[config.mk]
export PLATFORM = sky130hd
export DESIGN_NAME = dedup_compacting_handle_list_top
export DESIGN_NICKNAME = d
export VERILOG_FILES = /design/src/design/dchl_pkg.sv /design/src/design/dchl_ram.sv /design/src/design/dchl_ctrl.sv /design/src/design/dedup_compacting_handle_list_top.sv
export VERILOG_INCLUDE_DIRS = /design/src /design/src/design
export SDC_FILE = /design/constraint.sdc
export NUM_CORES = 1
export LEC_CHECK = 0
export ABC_AREA = 1
export BUFFER_PORTS_ARGS = -buffer_cell sky130_fd_sc_hd__buf_2
export CORE_UTILIZATION = 33
export DETAILED_ROUTE_END_ITERATION = 8
export PLACE_DENSITY = 0.56
export SLEW_MARGIN = 20
export SYNTH_ARGS = -nofsm -noshare
export SYNTH_HDL_FRONTEND = slang
export SYNTH_SLANG_ARGS = --single-unit
export TNS_END_PERCENT = 30
[constraint.sdc]
create_clock -name clk -period 5.05 [get_ports clk]
set_input_delay 1.2625 -clock clk [delete_from_list [all_inputs] [get_ports clk]]
set_output_delay 1.2625 -clock clk [all_outputs]
set_load 0.01 [all_outputs]
[src/design/assert_macros.svh]
// Assertion macros shared by the handle list RTL.
// Each macro samples on clk and is disabled while rst_n is low.
`ifndef ASSERT_MACROS_SVH
`define ASSERT_MACROS_SVH

// Same-cycle implication.
`define ASSERT_IMPLY(lbl, ante, cons, msg) \
    lbl: assert property (@(posedge clk) disable iff (!rst_n) (ante) |-> (cons)) \
        else $error(msg);

// Next-cycle implication.
`define ASSERT_NEXT(lbl, ante, cons, msg) \
    lbl: assert property (@(posedge clk) disable iff (!rst_n) (ante) |=> (cons)) \
        else $error(msg);

`endif

[src/design/dchl_pkg.sv]
// Shared types and codes for the deduplicating handle list.
// No dependencies; used by the controller and the top level.
`default_nettype none

package dchl_pkg;

    localparam int CMD_W    = 3;
    localparam int KEY_W    = 32;
    localparam int POS_W    = 4;
    localparam int STATUS_W = 2;
    localparam int COUNT_W  = 5;

    typedef logic [CMD_W-1:0]    cmd_t;
    typedef logic [STATUS_W-1:0] status_t;

    // Command codes
    localparam cmd_t CMD_INSERT     = 3'd0;
    localparam cmd_t CMD_REMOVE_IDX = 3'd1;
    localparam cmd_t CMD_REMOVE_KEY = 3'd2;
    localparam cmd_t CMD_READ       = 3'd3;
    localparam cmd_t CMD_CLEAR      = 3'd4;

    // Status codes
    localparam status_t ST_OK   = 2'd0;
    localparam status_t ST_FULL = 2'd1;
    localparam status_t ST_DUP  = 2'd2;
    localparam status_t ST_MISS = 2'd3;

    typedef struct packed {
        status_t            status;
        logic [KEY_W-1:0]   entry_key;
        logic [COUNT_W-1:0] entry_count;
    } result_t;

endpackage

`default_nettype wire

[src/design/dchl_ram.sv]
// Generic simple dual-port RAM: one write port, one read port, registered read.
// No dependencies.
`default_nettype none

module dchl_ram #(
    parameter int WIDTH = 32,
    parameter int DEPTH = 16,
    localparam int ADDR_W = $clog2(DEPTH)
) (
    input  wire logic              clk,
    input  wire logic              we,
    input  wire logic [ADDR_W-1:0] waddr,
    input  wire logic [WIDTH-1:0]  wdata,
    input  wire logic              re,
    input  wire logic [ADDR_W-1:0] raddr,
    output logic      [WIDTH-1:0]  rdata
);

    logic [WIDTH-1:0] mem_reg [DEPTH];
    logic [WIDTH-1:0] rdata_reg;

    // Write port
    always_ff @(posedge clk)
    begin
        if (we)
        begin
            mem_reg[waddr] <= wdata;
        end
    end

    // Registered read port
    always_ff @(posedge clk)
    begin
        if (re)
        begin
            rdata_reg <= mem_reg[raddr];
        end
    end

    assign rdata = rdata_reg;

endmodule

`default_nettype wire

[src/design/dchl_ctrl.sv]
// Command sequencer for the handle list: fill count, search, compaction, read.
// Depends on dchl_pkg and drives one dchl_ram instance through its ports.
`default_nettype none
`include "assert_macros.svh"

module dchl_ctrl #(
    parameter int DEPTH    = 16,
    parameter int KEY_BITS = 32,
    localparam int IDX_W   = $clog2(DEPTH),
    localparam int STORE_W = (KEY_BITS < 32) ? KEY_BITS : 32
) (
    input  wire logic                             clk,
    input  wire logic                             rst_n,
    input  wire logic                             req_valid,
    output logic                                  req_ready,
    input  wire dchl_pkg::cmd_t                   cmd,
    input  wire logic [dchl_pkg::KEY_W-1:0]       key,
    input  wire logic [dchl_pkg::POS_W-1:0]       position,
    input  wire logic                             slot_free,
    output logic                                  done,
    output dchl_pkg::result_t                     result,
    output logic                                  ram_we,
    output logic [IDX_W-1:0]                      ram_waddr,
    output logic [STORE_W-1:0]                    ram_wdata,
    output logic                                  ram_re,
    output logic [IDX_W-1:0]                      ram_raddr,
    input  wire logic [STORE_W-1:0]               ram_rdata
);

    import dchl_pkg::*;

    localparam int CNT_W = $clog2(DEPTH + 1);
    localparam int CMP_W = (CNT_W > POS_W) ? CNT_W : POS_W;

    localparam logic [2:0] S_IDLE    = 3'd0;
    localparam logic [2:0] S_SCAN    = 3'd1;
    localparam logic [2:0] S_SHIFT   = 3'd2;
    localparam logic [2:0] S_RD_ADDR = 3'd3;
    localparam logic [2:0] S_RD_DATA = 3'd4;
    localparam logic [2:0] S_FINISH  = 3'd5;

    logic [2:0]         state_reg, state_next;
    cmd_t               cmd_reg, cmd_next;
    logic [STORE_W-1:0] key_reg, key_next;
    logic [POS_W-1:0]   pos_reg, pos_next;
    logic [CNT_W-1:0]   count_reg, count_next;
    logic [CNT_W-1:0]   ptr_reg, ptr_next;
    logic [IDX_W-1:0]   didx_reg, didx_next;
    logic               rvld_reg, rvld_next;
    status_t            stat_reg, stat_next;
    logic [KEY_W-1:0]   rkey_reg, rkey_next;

    logic               issue;
    logic               hit;
    logic               pos_in_range;
    logic [CNT_W-1:0]   cnt_m1;
    logic [IDX_W-1:0]   rd_idx;

    // Walk pointer still inside the filled entries
    assign issue = ptr_reg < count_reg;
    // Compare the entry read last cycle
    assign hit = rvld_reg && (ram_rdata == key_reg);
    assign pos_in_range = CMP_W'(position) < CMP_W'(count_reg);
    assign cnt_m1 = count_reg - CNT_W'(1);

    // Clamp a read index to the last filled entry
    always_comb
    begin
        if (CMP_W'(pos_reg) >= CMP_W'(count_reg))
        begin
            rd_idx = cnt_m1[IDX_W-1:0];
        end
        else
        begin
            rd_idx = IDX_W'(pos_reg);
        end
    end

    // Sequencer
    always_comb
    begin
        state_next = state_reg;
        cmd_next   = cmd_reg;
        key_next   = key_reg;
        pos_next   = pos_reg;
        count_next = count_reg;
        ptr_next   = ptr_reg;
        didx_next  = didx_reg;
        rvld_next  = 1'b0;
        stat_next  = stat_reg;
        rkey_next  = rkey_reg;
        ram_we     = 1'b0;
        ram_waddr  = count_reg[IDX_W-1:0];
        ram_wdata  = key_reg;
        ram_re     = 1'b0;
        ram_raddr  = ptr_reg[IDX_W-1:0];
        done       = 1'b0;

        case (state_reg)
            S_IDLE:
            begin
                if (req_valid)
                begin
                    cmd_next  = cmd;
                    key_next  = key[STORE_W-1:0];
                    pos_next  = position;
                    ptr_next  = '0;
                    rkey_next = '0;
                    case (cmd)
                        CMD_INSERT, CMD_REMOVE_KEY:
                        begin
                            state_next = S_SCAN;
                        end
                        CMD_REMOVE_IDX:
                        begin
                            if (pos_in_range)
                            begin
                                ptr_next   = CNT_W'(position) + CNT_W'(1);
                                state_next = S_SHIFT;
                            end
                            else
                            begin
                                stat_next  = ST_MISS;
                                state_next = S_FINISH;
                            end
                        end
                        CMD_READ:
                        begin
                            if (count_reg != '0)
                            begin
                                state_next = S_RD_ADDR;
                            end
                            else
                            begin
                                stat_next  = ST_MISS;
                                state_next = S_FINISH;
                            end
                        end
                        CMD_CLEAR:
                        begin
                            count_next = '0;
                            stat_next  = ST_OK;
                            state_next = S_FINISH;
                        end
                        default:
                        begin
                            stat_next  = ST_MISS;
                            state_next = S_FINISH;
                        end
                    endcase
                end
            end

            S_SCAN:
            begin
                // Issue the next read of the search walk
                if (issue)
                begin
                    ram_re    = 1'b1;
                    ptr_next  = ptr_reg + CNT_W'(1);
                    rvld_next = 1'b1;
                    didx_next = ptr_reg[IDX_W-1:0];
                end
                if (hit)
                begin
                    if (cmd_reg == CMD_INSERT)
                    begin
                        stat_next  = ST_DUP;
                        state_next = S_FINISH;
                    end
                    else
                    begin
                        // Close the gap starting at the match
                        ptr_next   = CNT_W'(didx_reg) + CNT_W'(1);
                        rvld_next  = 1'b0;
                        state_next = S_SHIFT;
                    end
                end
                else if (!issue)
                begin
                    state_next = S_FINISH;
                    if (cmd_reg == CMD_INSERT)
                    begin
                        if (count_reg == CNT_W'(DEPTH))
                        begin
                            stat_next = ST_FULL;
                        end
                        else
                        begin
                            // Append at the end of the list
                            ram_we     = 1'b1;
                            ram_waddr  = count_reg[IDX_W-1:0];
                            ram_wdata  = key_reg;
                            count_next = count_reg + CNT_W'(1);
                            stat_next  = ST_OK;
                        end
                    end
                    else
                    begin
                        stat_next = ST_MISS;
                    end
                end
            end

            S_SHIFT:
            begin
                // Read entry i+1 while moving the previous one, entry i, down to i-1
                if (issue)
                begin
                    ram_re    = 1'b1;
                    ptr_next  = ptr_reg + CNT_W'(1);
                    rvld_next = 1'b1;
                    didx_next = ptr_reg[IDX_W-1:0];
                end
                if (rvld_reg)
                begin
                    ram_we    = 1'b1;
                    ram_waddr = didx_reg - IDX_W'(1);
                    ram_wdata = ram_rdata;
                end
                if (!issue)
                begin
                    count_next = cnt_m1;
                    stat_next  = ST_OK;
                    state_next = S_FINISH;
                end
            end

            S_RD_ADDR:
            begin
                ram_re     = 1'b1;
                ram_raddr  = rd_idx;
                state_next = S_RD_DATA;
            end

            S_RD_DATA:
            begin
                rkey_next  = KEY_W'(ram_rdata);
                stat_next  = ST_OK;
                state_next = S_FINISH;
            end

            S_FINISH:
            begin
                // Hand the result over once the output slot is free
                if (slot_free)
                begin
                    done       = 1'b1;
                    state_next = S_IDLE;
                end
            end

            default:
            begin
                state_next = S_IDLE;
            end
        endcase
    end

    // Control state
    always_ff @(posedge clk or negedge rst_n)
    begin
        if (!rst_n)
        begin
            state_reg <= S_IDLE;
            count_reg <= '0;
            rvld_reg  <= 1'b0;
        end
        else
        begin
            state_reg <= state_next;
            count_reg <= count_next;
            rvld_reg  <= rvld_next;
        end
    end

    // Command and walk payload
    always_ff @(posedge clk)
    begin
        cmd_reg  <= cmd_next;
        key_reg  <= key_next;
        pos_reg  <= pos_next;
        ptr_reg  <= ptr_next;
        didx_reg <= didx_next;
        stat_reg <= stat_next;
        rkey_reg <= rkey_next;
    end

    assign req_ready          = (state_reg == S_IDLE);
    assign result.status      = stat_reg;
    assign result.entry_key   = rkey_reg;
    assign result.entry_count = COUNT_W'(count_reg);

    `ASSERT_IMPLY(a_count_bound, 1'b1, count_reg <= CNT_W'(DEPTH), "fill count above depth")
    `ASSERT_IMPLY(a_rw_apart, ram_we && ram_re, ram_waddr != ram_raddr, "read and write collide")
    `ASSERT_NEXT(a_clear, req_valid && req_ready && cmd == CMD_CLEAR, count_reg == '0, "no clear")

endmodule

`default_nettype wire

[src/design/dedup_compacting_handle_list_top.sv]
// Insert and remove by key walk the entry memory, which has one read port and one write
// port with a registered read. Insert stops early when a duplicate is found. Both removes
// compact the entries above the removed one; remove by index goes straight to the result
// when the index is out of range. Read fetches one entry (none on an empty list); clear and
// unknown commands go straight to the result. The final state waits while the output
// register still holds a result that rsp_ready has not taken. One command is in work at a
// time; req_ready is high only between commands. No clearing pass runs after reset.
// Top level: output register around dchl_ctrl and the dchl_ram entry memory. Uses dchl_pkg.
`default_nettype none
`include "assert_macros.svh"

module dedup_compacting_handle_list_top #(
    parameter int DEPTH    = 16,
    parameter int KEY_BITS = 32
) (
    input  wire logic                               clk,
    input  wire logic                               rst_n,
    input  wire logic                               req_valid,
    output logic                                    req_ready,
    input  wire dchl_pkg::cmd_t                     cmd,
    input  wire logic [dchl_pkg::KEY_W-1:0]         key,
    input  wire logic [dchl_pkg::POS_W-1:0]         position,
    output logic                                    rsp_valid,
    input  wire logic                               rsp_ready,
    output dchl_pkg::status_t                       status,
    output logic [dchl_pkg::KEY_W-1:0]              entry_key,
    output logic [dchl_pkg::COUNT_W-1:0]            entry_count
);

    import dchl_pkg::*;

    localparam int IDX_W   = $clog2(DEPTH);
    localparam int STORE_W = (KEY_BITS < 32) ? KEY_BITS : 32;

    logic               slot_free;
    logic               done;
    result_t            result;
    logic               ram_we;
    logic [IDX_W-1:0]   ram_waddr;
    logic [STORE_W-1:0] ram_wdata;
    logic               ram_re;
    logic [IDX_W-1:0]   ram_raddr;
    logic [STORE_W-1:0] ram_rdata;

    logic               rsp_valid_reg, rsp_valid_next;
    result_t            res_reg;

    assign slot_free = !rsp_valid_reg || rsp_ready;

    dchl_ctrl #(
        .DEPTH    (DEPTH),
        .KEY_BITS (KEY_BITS)
    ) u_ctrl (
        .clk       (clk),
        .rst_n     (rst_n),
        .req_valid (req_valid),
        .req_ready (req_ready),
        .cmd       (cmd),
        .key       (key),
        .position  (position),
        .slot_free (slot_free),
        .done      (done),
        .result    (result),
        .ram_we    (ram_we),
        .ram_waddr (ram_waddr),
        .ram_wdata (ram_wdata),
        .ram_re    (ram_re),
        .ram_raddr (ram_raddr),
        .ram_rdata (ram_rdata)
    );

    dchl_ram #(
        .WIDTH (STORE_W),
        .DEPTH (DEPTH)
    ) u_entries (
        .clk   (clk),
        .we    (ram_we),
        .waddr (ram_waddr),
        .wdata (ram_wdata),
        .re    (ram_re),
        .raddr (ram_raddr),
        .rdata (ram_rdata)
    );

    // Load a new result or drop the one just taken
    always_comb
    begin
        rsp_valid_next = rsp_valid_reg;
        if (done)
        begin
            rsp_valid_next = 1'b1;
        end
        else if (rsp_ready)
        begin
            rsp_valid_next = 1'b0;
        end
    end

    always_ff @(posedge clk or negedge rst_n)
    begin
        if (!rst_n)
        begin
            rsp_valid_reg <= 1'b0;
        end
        else
        begin
            rsp_valid_reg <= rsp_valid_next;
        end
    end

    // Hold the result payload for the output transaction
    always_ff @(posedge clk)
    begin
        if (done)
        begin
            res_reg <= result;
        end
    end

    assign rsp_valid   = rsp_valid_reg;
    assign status      = res_reg.status;
    assign entry_key   = res_reg.entry_key;
    assign entry_count = res_reg.entry_count;

    `ASSERT_IMPLY(a_no_overwrite, done, !rsp_valid_reg || rsp_ready, "result overwritten")
    `ASSERT_NEXT(a_result_loaded, done, rsp_valid_reg && res_reg == $past(result), "not loaded")
    `ASSERT_NEXT(a_rsp_hold, rsp_valid_reg && !rsp_ready, rsp_valid_reg && $stable(res_reg), "drop")

endmodule

`default_nettype wire

==> flow_metrics.env, run 1 <==
export IMPL_globalplace_congestion=0.838
export IMPL_fin_tns_setup_ps=0
export IMPL_slew_headroom_pct=27.5
export IMPL_fillers=8822
export IMPL_grt_pass1_vias=19400
export IMPL_cts_tree="done"
export IMPL_vias=19900
export IMPL_top_level_ports=84
export IMPL_critical_path_max_fanout=25
export IMPL_htree_levels=3
export IMPL_fin_total_pwr_mw=18.1
export IMPL_grt_start_max_net_pins=129
export IMPL_dp_hpwl_microns=45600
export IMPL_finalClockSkew_ps=27.9
export IMPL_start_util_pct=33.3
export IMPL_die_h_microns=303
export IMPL_fin_nets=3005
export IMPL_via_per_inst=4.76
export IMPL_dr_pass1_iters=5
export IMPL_power_frac_comb_pct=31.5
export IMPL_drcViolationCount=0
export IMPL_cts_sinks=675
export IMPL_vdd_ir_drop_max_v=0.000385
export IMPL_die_w_microns=303
export IMPL_grt_overflow=0
export IMPL_critical_path_class="reg2reg"
export IMPL_cap_violations=0
export IMPL_seq_power_share_pct=40.4
export IMPL_p_sw_mw=6.54
export IMPL_drt_iter0_drc=1655
export IMPL_maxSlewViolCount=0
export IMPL_antennaDiodeCount=0
export IMPL_ys_warn_count=0
export IMPL_seq_area_frac_synth_pct=67.4
export IMPL_cts_path_max_buffers=3
export IMPL_synthFlopType="edfxtp_1"
export IMPL_reg2reg_to="u_entries.mem_reg[15][13]$_DFFE_PP_"
export IMPL_grt_pass1_wl_microns=120000
export IMPL_numCtsBuffers=74
export IMPL_drt_total_wl_microns=79800
export IMPL_antenna_found_initial=1
export IMPL_startpoint_type="flip-flop"
export IMPL_cp_end_kind="flip-flop"
export IMPL_grt_use_total_pct=17.5
export IMPL_async_flop_share_pct=1.48
export IMPL_drive_gt1_share_pct=10.1
export IMPL_largest_register_ffs=512
export IMPL_avgSynthCellArea_sq_um=10.5
export IMPL_status="finished clean"
export IMPL_clk_pin_slew_ps=60
export IMPL_clk_latency_ps=620
export IMPL_dieArea_sq_um=92100
export IMPL_wl_per_cell_microns=19.1
export IMPL_ys_types=41
export IMPL_worstPathRequired_ps=5360
export IMPL_clkPwrFrac_pct=28.1
export IMPL_p_per_area_nw_per_um2=527
export IMPL_rows=110
export IMPL_fin_crit_sh_pct=71.6
export IMPL_area_growth_pct=14.4
export IMPL_period_minus_slack_ps=3610
export IMPL_p_int_mw=11.5
export IMPL_cts_resized=0
export IMPL_drtAntennaViolNets=0
export IMPL_setup_viol=0
export IMPL_synth_seq_cells=675
export IMPL_netSwitchingFraction_pct=36.2
export IMPL_hold_path_depth=0
export IMPL_power_leakage_nw=14.4
export IMPL_syn_inst=2847
export IMPL_post_cts_buffers=0
export IMPL_r2r_cells=14
export IMPL_worstMarginPinSlew_ps=1080
export IMPL_cp_startpoint="u_ctrl.count_reg[2]$_DFFE_PN0P_"
export IMPL_numPortBuffers=83
export IMPL_root_buffer="clkbuf_16"
export IMPL_cts_hold_buffers=0
export IMPL_syn_nets=2908
export IMPL_fmax_mhz=277
export IMPL_synth_area_sq_um=30000
export IMPL_hold_viol=0
export IMPL_core_area_sq_um=90000
export IMPL_arrival_ps=3930
export IMPL_reg2reg_from="u_ctrl.count_reg[2]$_DFFE_PN0P_"
export IMPL_endpoint="u_entries.mem_reg[15][13]$_DFFE_PP_"
export IMPL_hold_path_class="reg2reg"
export IMPL_r2r_slack_ps=1440
export IMPL_rsz0062_at_grt="no"
export IMPL_synth_edff_count=665
[critical path: stages (launching register included)]
cell	delay, ps
dfrtp_1	470
inv_1	180
ha_1	330
nand2_1	60
nor2_1	80
o21ai_0	90
nand3_1	80
buf_4	190
inv_1	80
nor2_1	80
nand3_1	120
nand2_1	190
nand2_1	270
nor2_4	770
buf_4	310
[cells in the mapped netlist, types with 2 or more instances]
| library cell | n | share of area, % |
|---|---|---|
| edfxtp_1 | 665 | 67 |
| nand3_1 | 640 | 11 |
| inv_1 | 605 | 7.6 |
| nand2_1 | 522 | 6.5 |
| buf_2 | 92 | 1.5 |
| nor2_1 | 91 | 1.1 |
| o21ai_0 | 64 | 1.1 |
| buf_4 | 18 | 0.45 |
| clkbuf_1 | 18 | 0.23 |
| ha_1 | 18 | 0.75 |
| nand4_1 | 15 | 0.31 |
| xor2_1 | 13 | 0.38 |
| dfrtp_1 | 10 | 0.83 |
| xnor2_1 | 10 | 0.29 |
| a21oi_1 | 7 | 0.12 |
| inv_2 | 7 | 0.088 |
| nor3_1 | 5 | 0.083 |
| or2_2 | 5 | 0.10 |
| buf_1 | 4 | 0.050 |
| nand3_2 | 4 | 0.13 |
| buf_6 | 3 | 0.11 |
| nand2_2 | 3 | 0.063 |
| nand3b_1 | 3 | 0.075 |
| o21ai_1 | 3 | 0.050 |
| nand2_4 | 2 | 0.075 |
| nor2_2 | 2 | 0.042 |
| nor2_4 | 2 | 0.075 |
| o211ai_1 | 2 | 0.050 |
| or2_1 | 2 | 0.042 |
[cell usage in the layout, fill, tap and decap left out, drive strengths merged, types with 2 or more instances in the layout]
cell | netlist | routed
xnor2 | 10 | 10
dfrtp | 10 | 10
buf | 117 | 156
bufinv | 0 | 4
nand3b | 3 | 3
nor2 | 95 | 95
o211ai | 2 | 2
ha | 18 | 18
inv | 612 | 613
xor2 | 13 | 13
or2 | 7 | 7
nor3 | 6 | 6
nand4 | 15 | 15
nand3 | 645 | 645
nand2 | 527 | 527
o21ai | 69 | 69
edfxtp | 665 | 665
clkinvlp | 0 | 2
a21oi | 7 | 7
clkinv | 0 | 32
clkbuf | 18 | 89
[metal layers]
metal,track usage (%),wire (microns),vias up
li1,-,-,9566
met1,22.8,34600,9645
met2,29.6,38700,537
met3,2.70,4200,125
met4,6.07,2290,0
met5,0,0,-
[cells by family after synthesis]
family / share of synthesized area, %
AND/OR/NAND/NOR: 19.5
buffers and inverters: 10.0
flip-flops: 67.4
AO/OA/AOI/OAI: 1.64
XOR/XNOR: 0.672
adder cells (fa/ha/maj): 0.751
[through the flow]
stage                     utilization [%]  instances  hold slack, ps  setup slack [ps]  instance area, sq um
after floorplan                         -       2847             400               852                 30000
after global placement               35.6       4043             401              1390                 32100
after detailed placement             35.6       4044             405              1410                 32100
after CTS                            38.1       4172             409              1400                 34300
after global routing                 38.1       4172             419              1130                 34300
final                                38.1       4172             400              1440                 34300
[how the worst min path moves through the flow]
stage                                      start                      end  slack (ps)
2_1_floorplan   u_ctrl.rkey_reg[0]$_SDFFCE_PN0P_   entry_key[0]$_DFFE_PP_         400
3_3_place_gp   u_ctrl.rkey_reg[13]$_SDFFCE_PN0P_  entry_key[13]$_DFFE_PP_         400
3_5_place_dp    u_ctrl.rkey_reg[4]$_SDFFCE_PN0P_   entry_key[4]$_DFFE_PP_         400
4_1_cts        u_ctrl.rkey_reg[14]$_SDFFCE_PN0P_  entry_key[14]$_DFFE_PP_         410
5_1_grt        u_ctrl.rkey_reg[14]$_SDFFCE_PN0P_  entry_key[14]$_DFFE_PP_         420
6_report       u_ctrl.rkey_reg[14]$_SDFFCE_PN0P_  entry_key[14]$_DFFE_PP_         400
[power groups by stage]
stage / registers [mW] / logic (mW) / clock network, mW
floorplan: 7.40 / 3.71 / 0
global placement: 7.41 / 5.71 / 0
detailed placement: 7.42 / 5.74 / 0
CTS: 7.31 / 5.76 / 5.19
global route: 7.36 / 6.30 / 5.38
finish: 7.30 / 5.69 / 5.08
[final cells by class]
type	count	area, sq um	share of cell area, %
Clock buffer	89	1930	5.63
Clock inverter	39	283	0.824
Inverter	612	2300	6.70
Multi-Input combinational cell	1425	6970	20.3
Sequential cell	675	20200	59.0
Tap cell	1176	1470	4.29
Timing Repair Buffer	156	1130	3.28
Note: power is estimated with default switching activity, not from simulation.
==> inputs of run 2 (changes only) <==
clock period = 3.7 ns   (was 5.05 ns; I/O delays follow)
==> run 2 against run 1 <==
  * Setup slack worse by 990 ps
  * Wire length up 1.2%
  * Critical path depth is 1 lower
  * Register-to-register slack got worse by 990 ps
  * Final cell count increased by 0.98%
  * Flip-flop and latch count did not move
  * Critical endpoint is now u_entries.mem_reg[9][5]$_DFFE_PP_
==> flow_metrics.env, run 2 (synthesis gave the netlist of run 1 again) <==
export IMPL_reg2reg_from="u_ctrl.count_reg[2]$_DFFE_PN0P_"
export IMPL_die_w_microns=303
export IMPL_dp_hpwl_microns=46500
export IMPL_largest_register_ffs=512
export IMPL_critical_path_max_fanout=20
export IMPL_grt_overflow=0
export IMPL_maxSlewViolCount=0
export IMPL_post_cts_buffers=0
export IMPL_rsz0062_at_grt="no"
export IMPL_die_h_microns=303
export IMPL_fin_nets=3044
export IMPL_wl_per_cell_microns=19.2
export IMPL_cts_path_max_buffers=3
export IMPL_slew_headroom_pct=33.5
export IMPL_cap_violations=0
export IMPL_setup_viol=0
export IMPL_clk_latency_ps=630
export IMPL_area_growth_pct=16.2
export IMPL_dp_cells=4080
export IMPL_via_per_inst=4.74
export IMPL_final_cells=4213
export IMPL_crit_path_top_delay_cell="nor2_4"
export IMPL_path_cells="inv_1 > ha_1 > nand2_1 > nor2_1 > o21ai_0 > nand3_1 > inv_1 > nor2_1 > nand3_1 > nand2_1 > nand2_1 > nor2_4 > buf_12"
export IMPL_hold_viol=0
export IMPL_numCtsBuffers=73
export IMPL_fin_tns_setup_ps=0
export IMPL_drtAntennaViolNets=0
export IMPL_dieArea_sq_um=92100
export IMPL_arrival_ps=3570
export IMPL_worstMarginPinSlew_ps=997
export IMPL_dr_pass1_iters=5
export IMPL_top_level_ports=84
export IMPL_status="finished clean"
export IMPL_period_minus_slack_ps=3260
export IMPL_vias=20000
export IMPL_grt_pass1_wl_microns=121000
export IMPL_layout_commonest_cell="edfxtp_1"
export IMPL_drt_total_wl_microns=80800
export IMPL_timing_hold_ws_ps=176
export IMPL_grt_use_total_pct=17.7
export IMPL_start_util_pct=33.3
export IMPL_globalplace_congestion=0.813
export IMPL_antennaDiodeCount=0
export IMPL_cts_resized=0
export IMPL_numPortBuffers=83
export IMPL_startpoint_type="flip-flop"
export IMPL_cts_sinks=675
export IMPL_hold_path_class="in2async"
export IMPL_drt_iter0_drc=1807
export IMPL_clk_pin_slew_ps=60
export IMPL_cp_end_kind="flip-flop"
export IMPL_final_cell_mix="edfxtp_1, nand3_1, inv_1"
export IMPL_p_per_area_nw_per_um2=716
export IMPL_grt_pass1_vias=19400
export IMPL_finalWorstSetupSlack_ps=442
export IMPL_vdd_ir_drop_max_v=0.000598
export IMPL_grt_start_max_net_pins=129
export IMPL_critical_path_class="reg2reg"
export IMPL_fmax_mhz=307
export IMPL_fin_crit_sh_pct=88.1
export IMPL_cp_startpoint="u_ctrl.count_reg[2]$_DFFE_PN0P_"
export IMPL_place_ws_ps=269
export IMPL_cts_tree="done"
export IMPL_cts_hold_buffers=0
export IMPL_crit_top_cell="nand2_1"
export IMPL_slowest_delay_ps=690
export IMPL_finalClockSkew_ps=26.8
export IMPL_core_area_sq_um=90000
export IMPL_root_buffer="clkbuf_16"
export IMPL_htree_levels=3
export IMPL_fin_total_pwr_mw=25.0
export IMPL_antenna_found_initial=3
export IMPL_worstPathRequired_ps=4010
export IMPL_drcViolationCount=0
export IMPL_drive_gt1_share_pct=11.6
export IMPL_power_leakage_nw=14.6
export IMPL_rows=110
==> run 2: changes by cell type in the layout (fill, tap and decap cells not counted), moves of 2 or more <==
cell        delta
clkinv_4       +2
clkinvlp_4     +3
buf_12        +16
buf_4         +24
clkinv_1       -3
inv_2          +2
clkinv_8       +3
clkbuf_1       -4
==> run 2: layer usage <==
metal | vias up | wire length [microns] | global-route usage (%)
met5 | - | 0 | 0
met4 | 0 | 1880 | 5.51
met3 | 113 | 4290 | 2.36
met2 | 545 | 39900 | 30.3
met1 | 9671 | 34700 | 23.1
li1 | 9630 | - | -
==> run 2: worst paths after layout <==
| path | endpoint | slack (ps) | depth (start not counted) |
|---|---|---|---|
| max | u_entries.mem_reg[9][5]$_DFFE_PP_ | 440 | 13 |
| min | u_ctrl.count_reg[4]$_DFFE_PN0P_ | 180 | 1 |
| max reg2reg | u_entries.mem_reg[9][5]$_DFFE_PP_ | 440 | 13 |
| min reg2reg | entry_key[4]$_DFFE_PP_ | 400 | 0 |
| max in group asynchronous | rsp_valid$_DFFE_PN0P_ | 3300 | 1 |
| min in group clk | entry_key[4]$_DFFE_PP_ | 400 | 0 |
==> run 2: area by class of cell <==
| class | instances | area, sq um |
|---|---|---|
| Sequential cell | 675 | 20200 |
| Timing Repair Buffer | 196 | 1630 |
| Multi-Input combinational cell | 1425 | 6970 |
| Clock inverter | 45 | 364 |
| Clock buffer | 84 | 1890 |
| Inverter | 612 | 2300 |
| Tap cell | 1176 | 1470 |
| Fill cell | 8705 | 55200 |
==> run 2: through the flow <==
stage / utilization (%) / instance area (sq um)
4_1_cts: 38.6 / 34800
5_1_grt: 38.7 / 34800
3_3_place_gp: 36.1 / 32500
6_report: 38.7 / 34800
2_1_floorplan: - / 30000
3_5_place_dp: 36.1 / 32500
==> run 2: critical path, delay by kind of cell (launching register included) <==
family	cells	cell delay (ps)
AND/OR/NAND/NOR	8	1640
flip-flops	1	500
buffers and inverters	3	410
adder cells (fa/ha/maj)	1	310
AO/OA/AOI/OAI	1	80
==> run 2: report_power, final <==
part	internal (mW)	switching (mW)	leakage [nW]
logic	2.39	5.69	7.38
clock network	3.95	3.01	1.08
registers	9.63	0.285	6.17
total	16.0	8.99	14.6
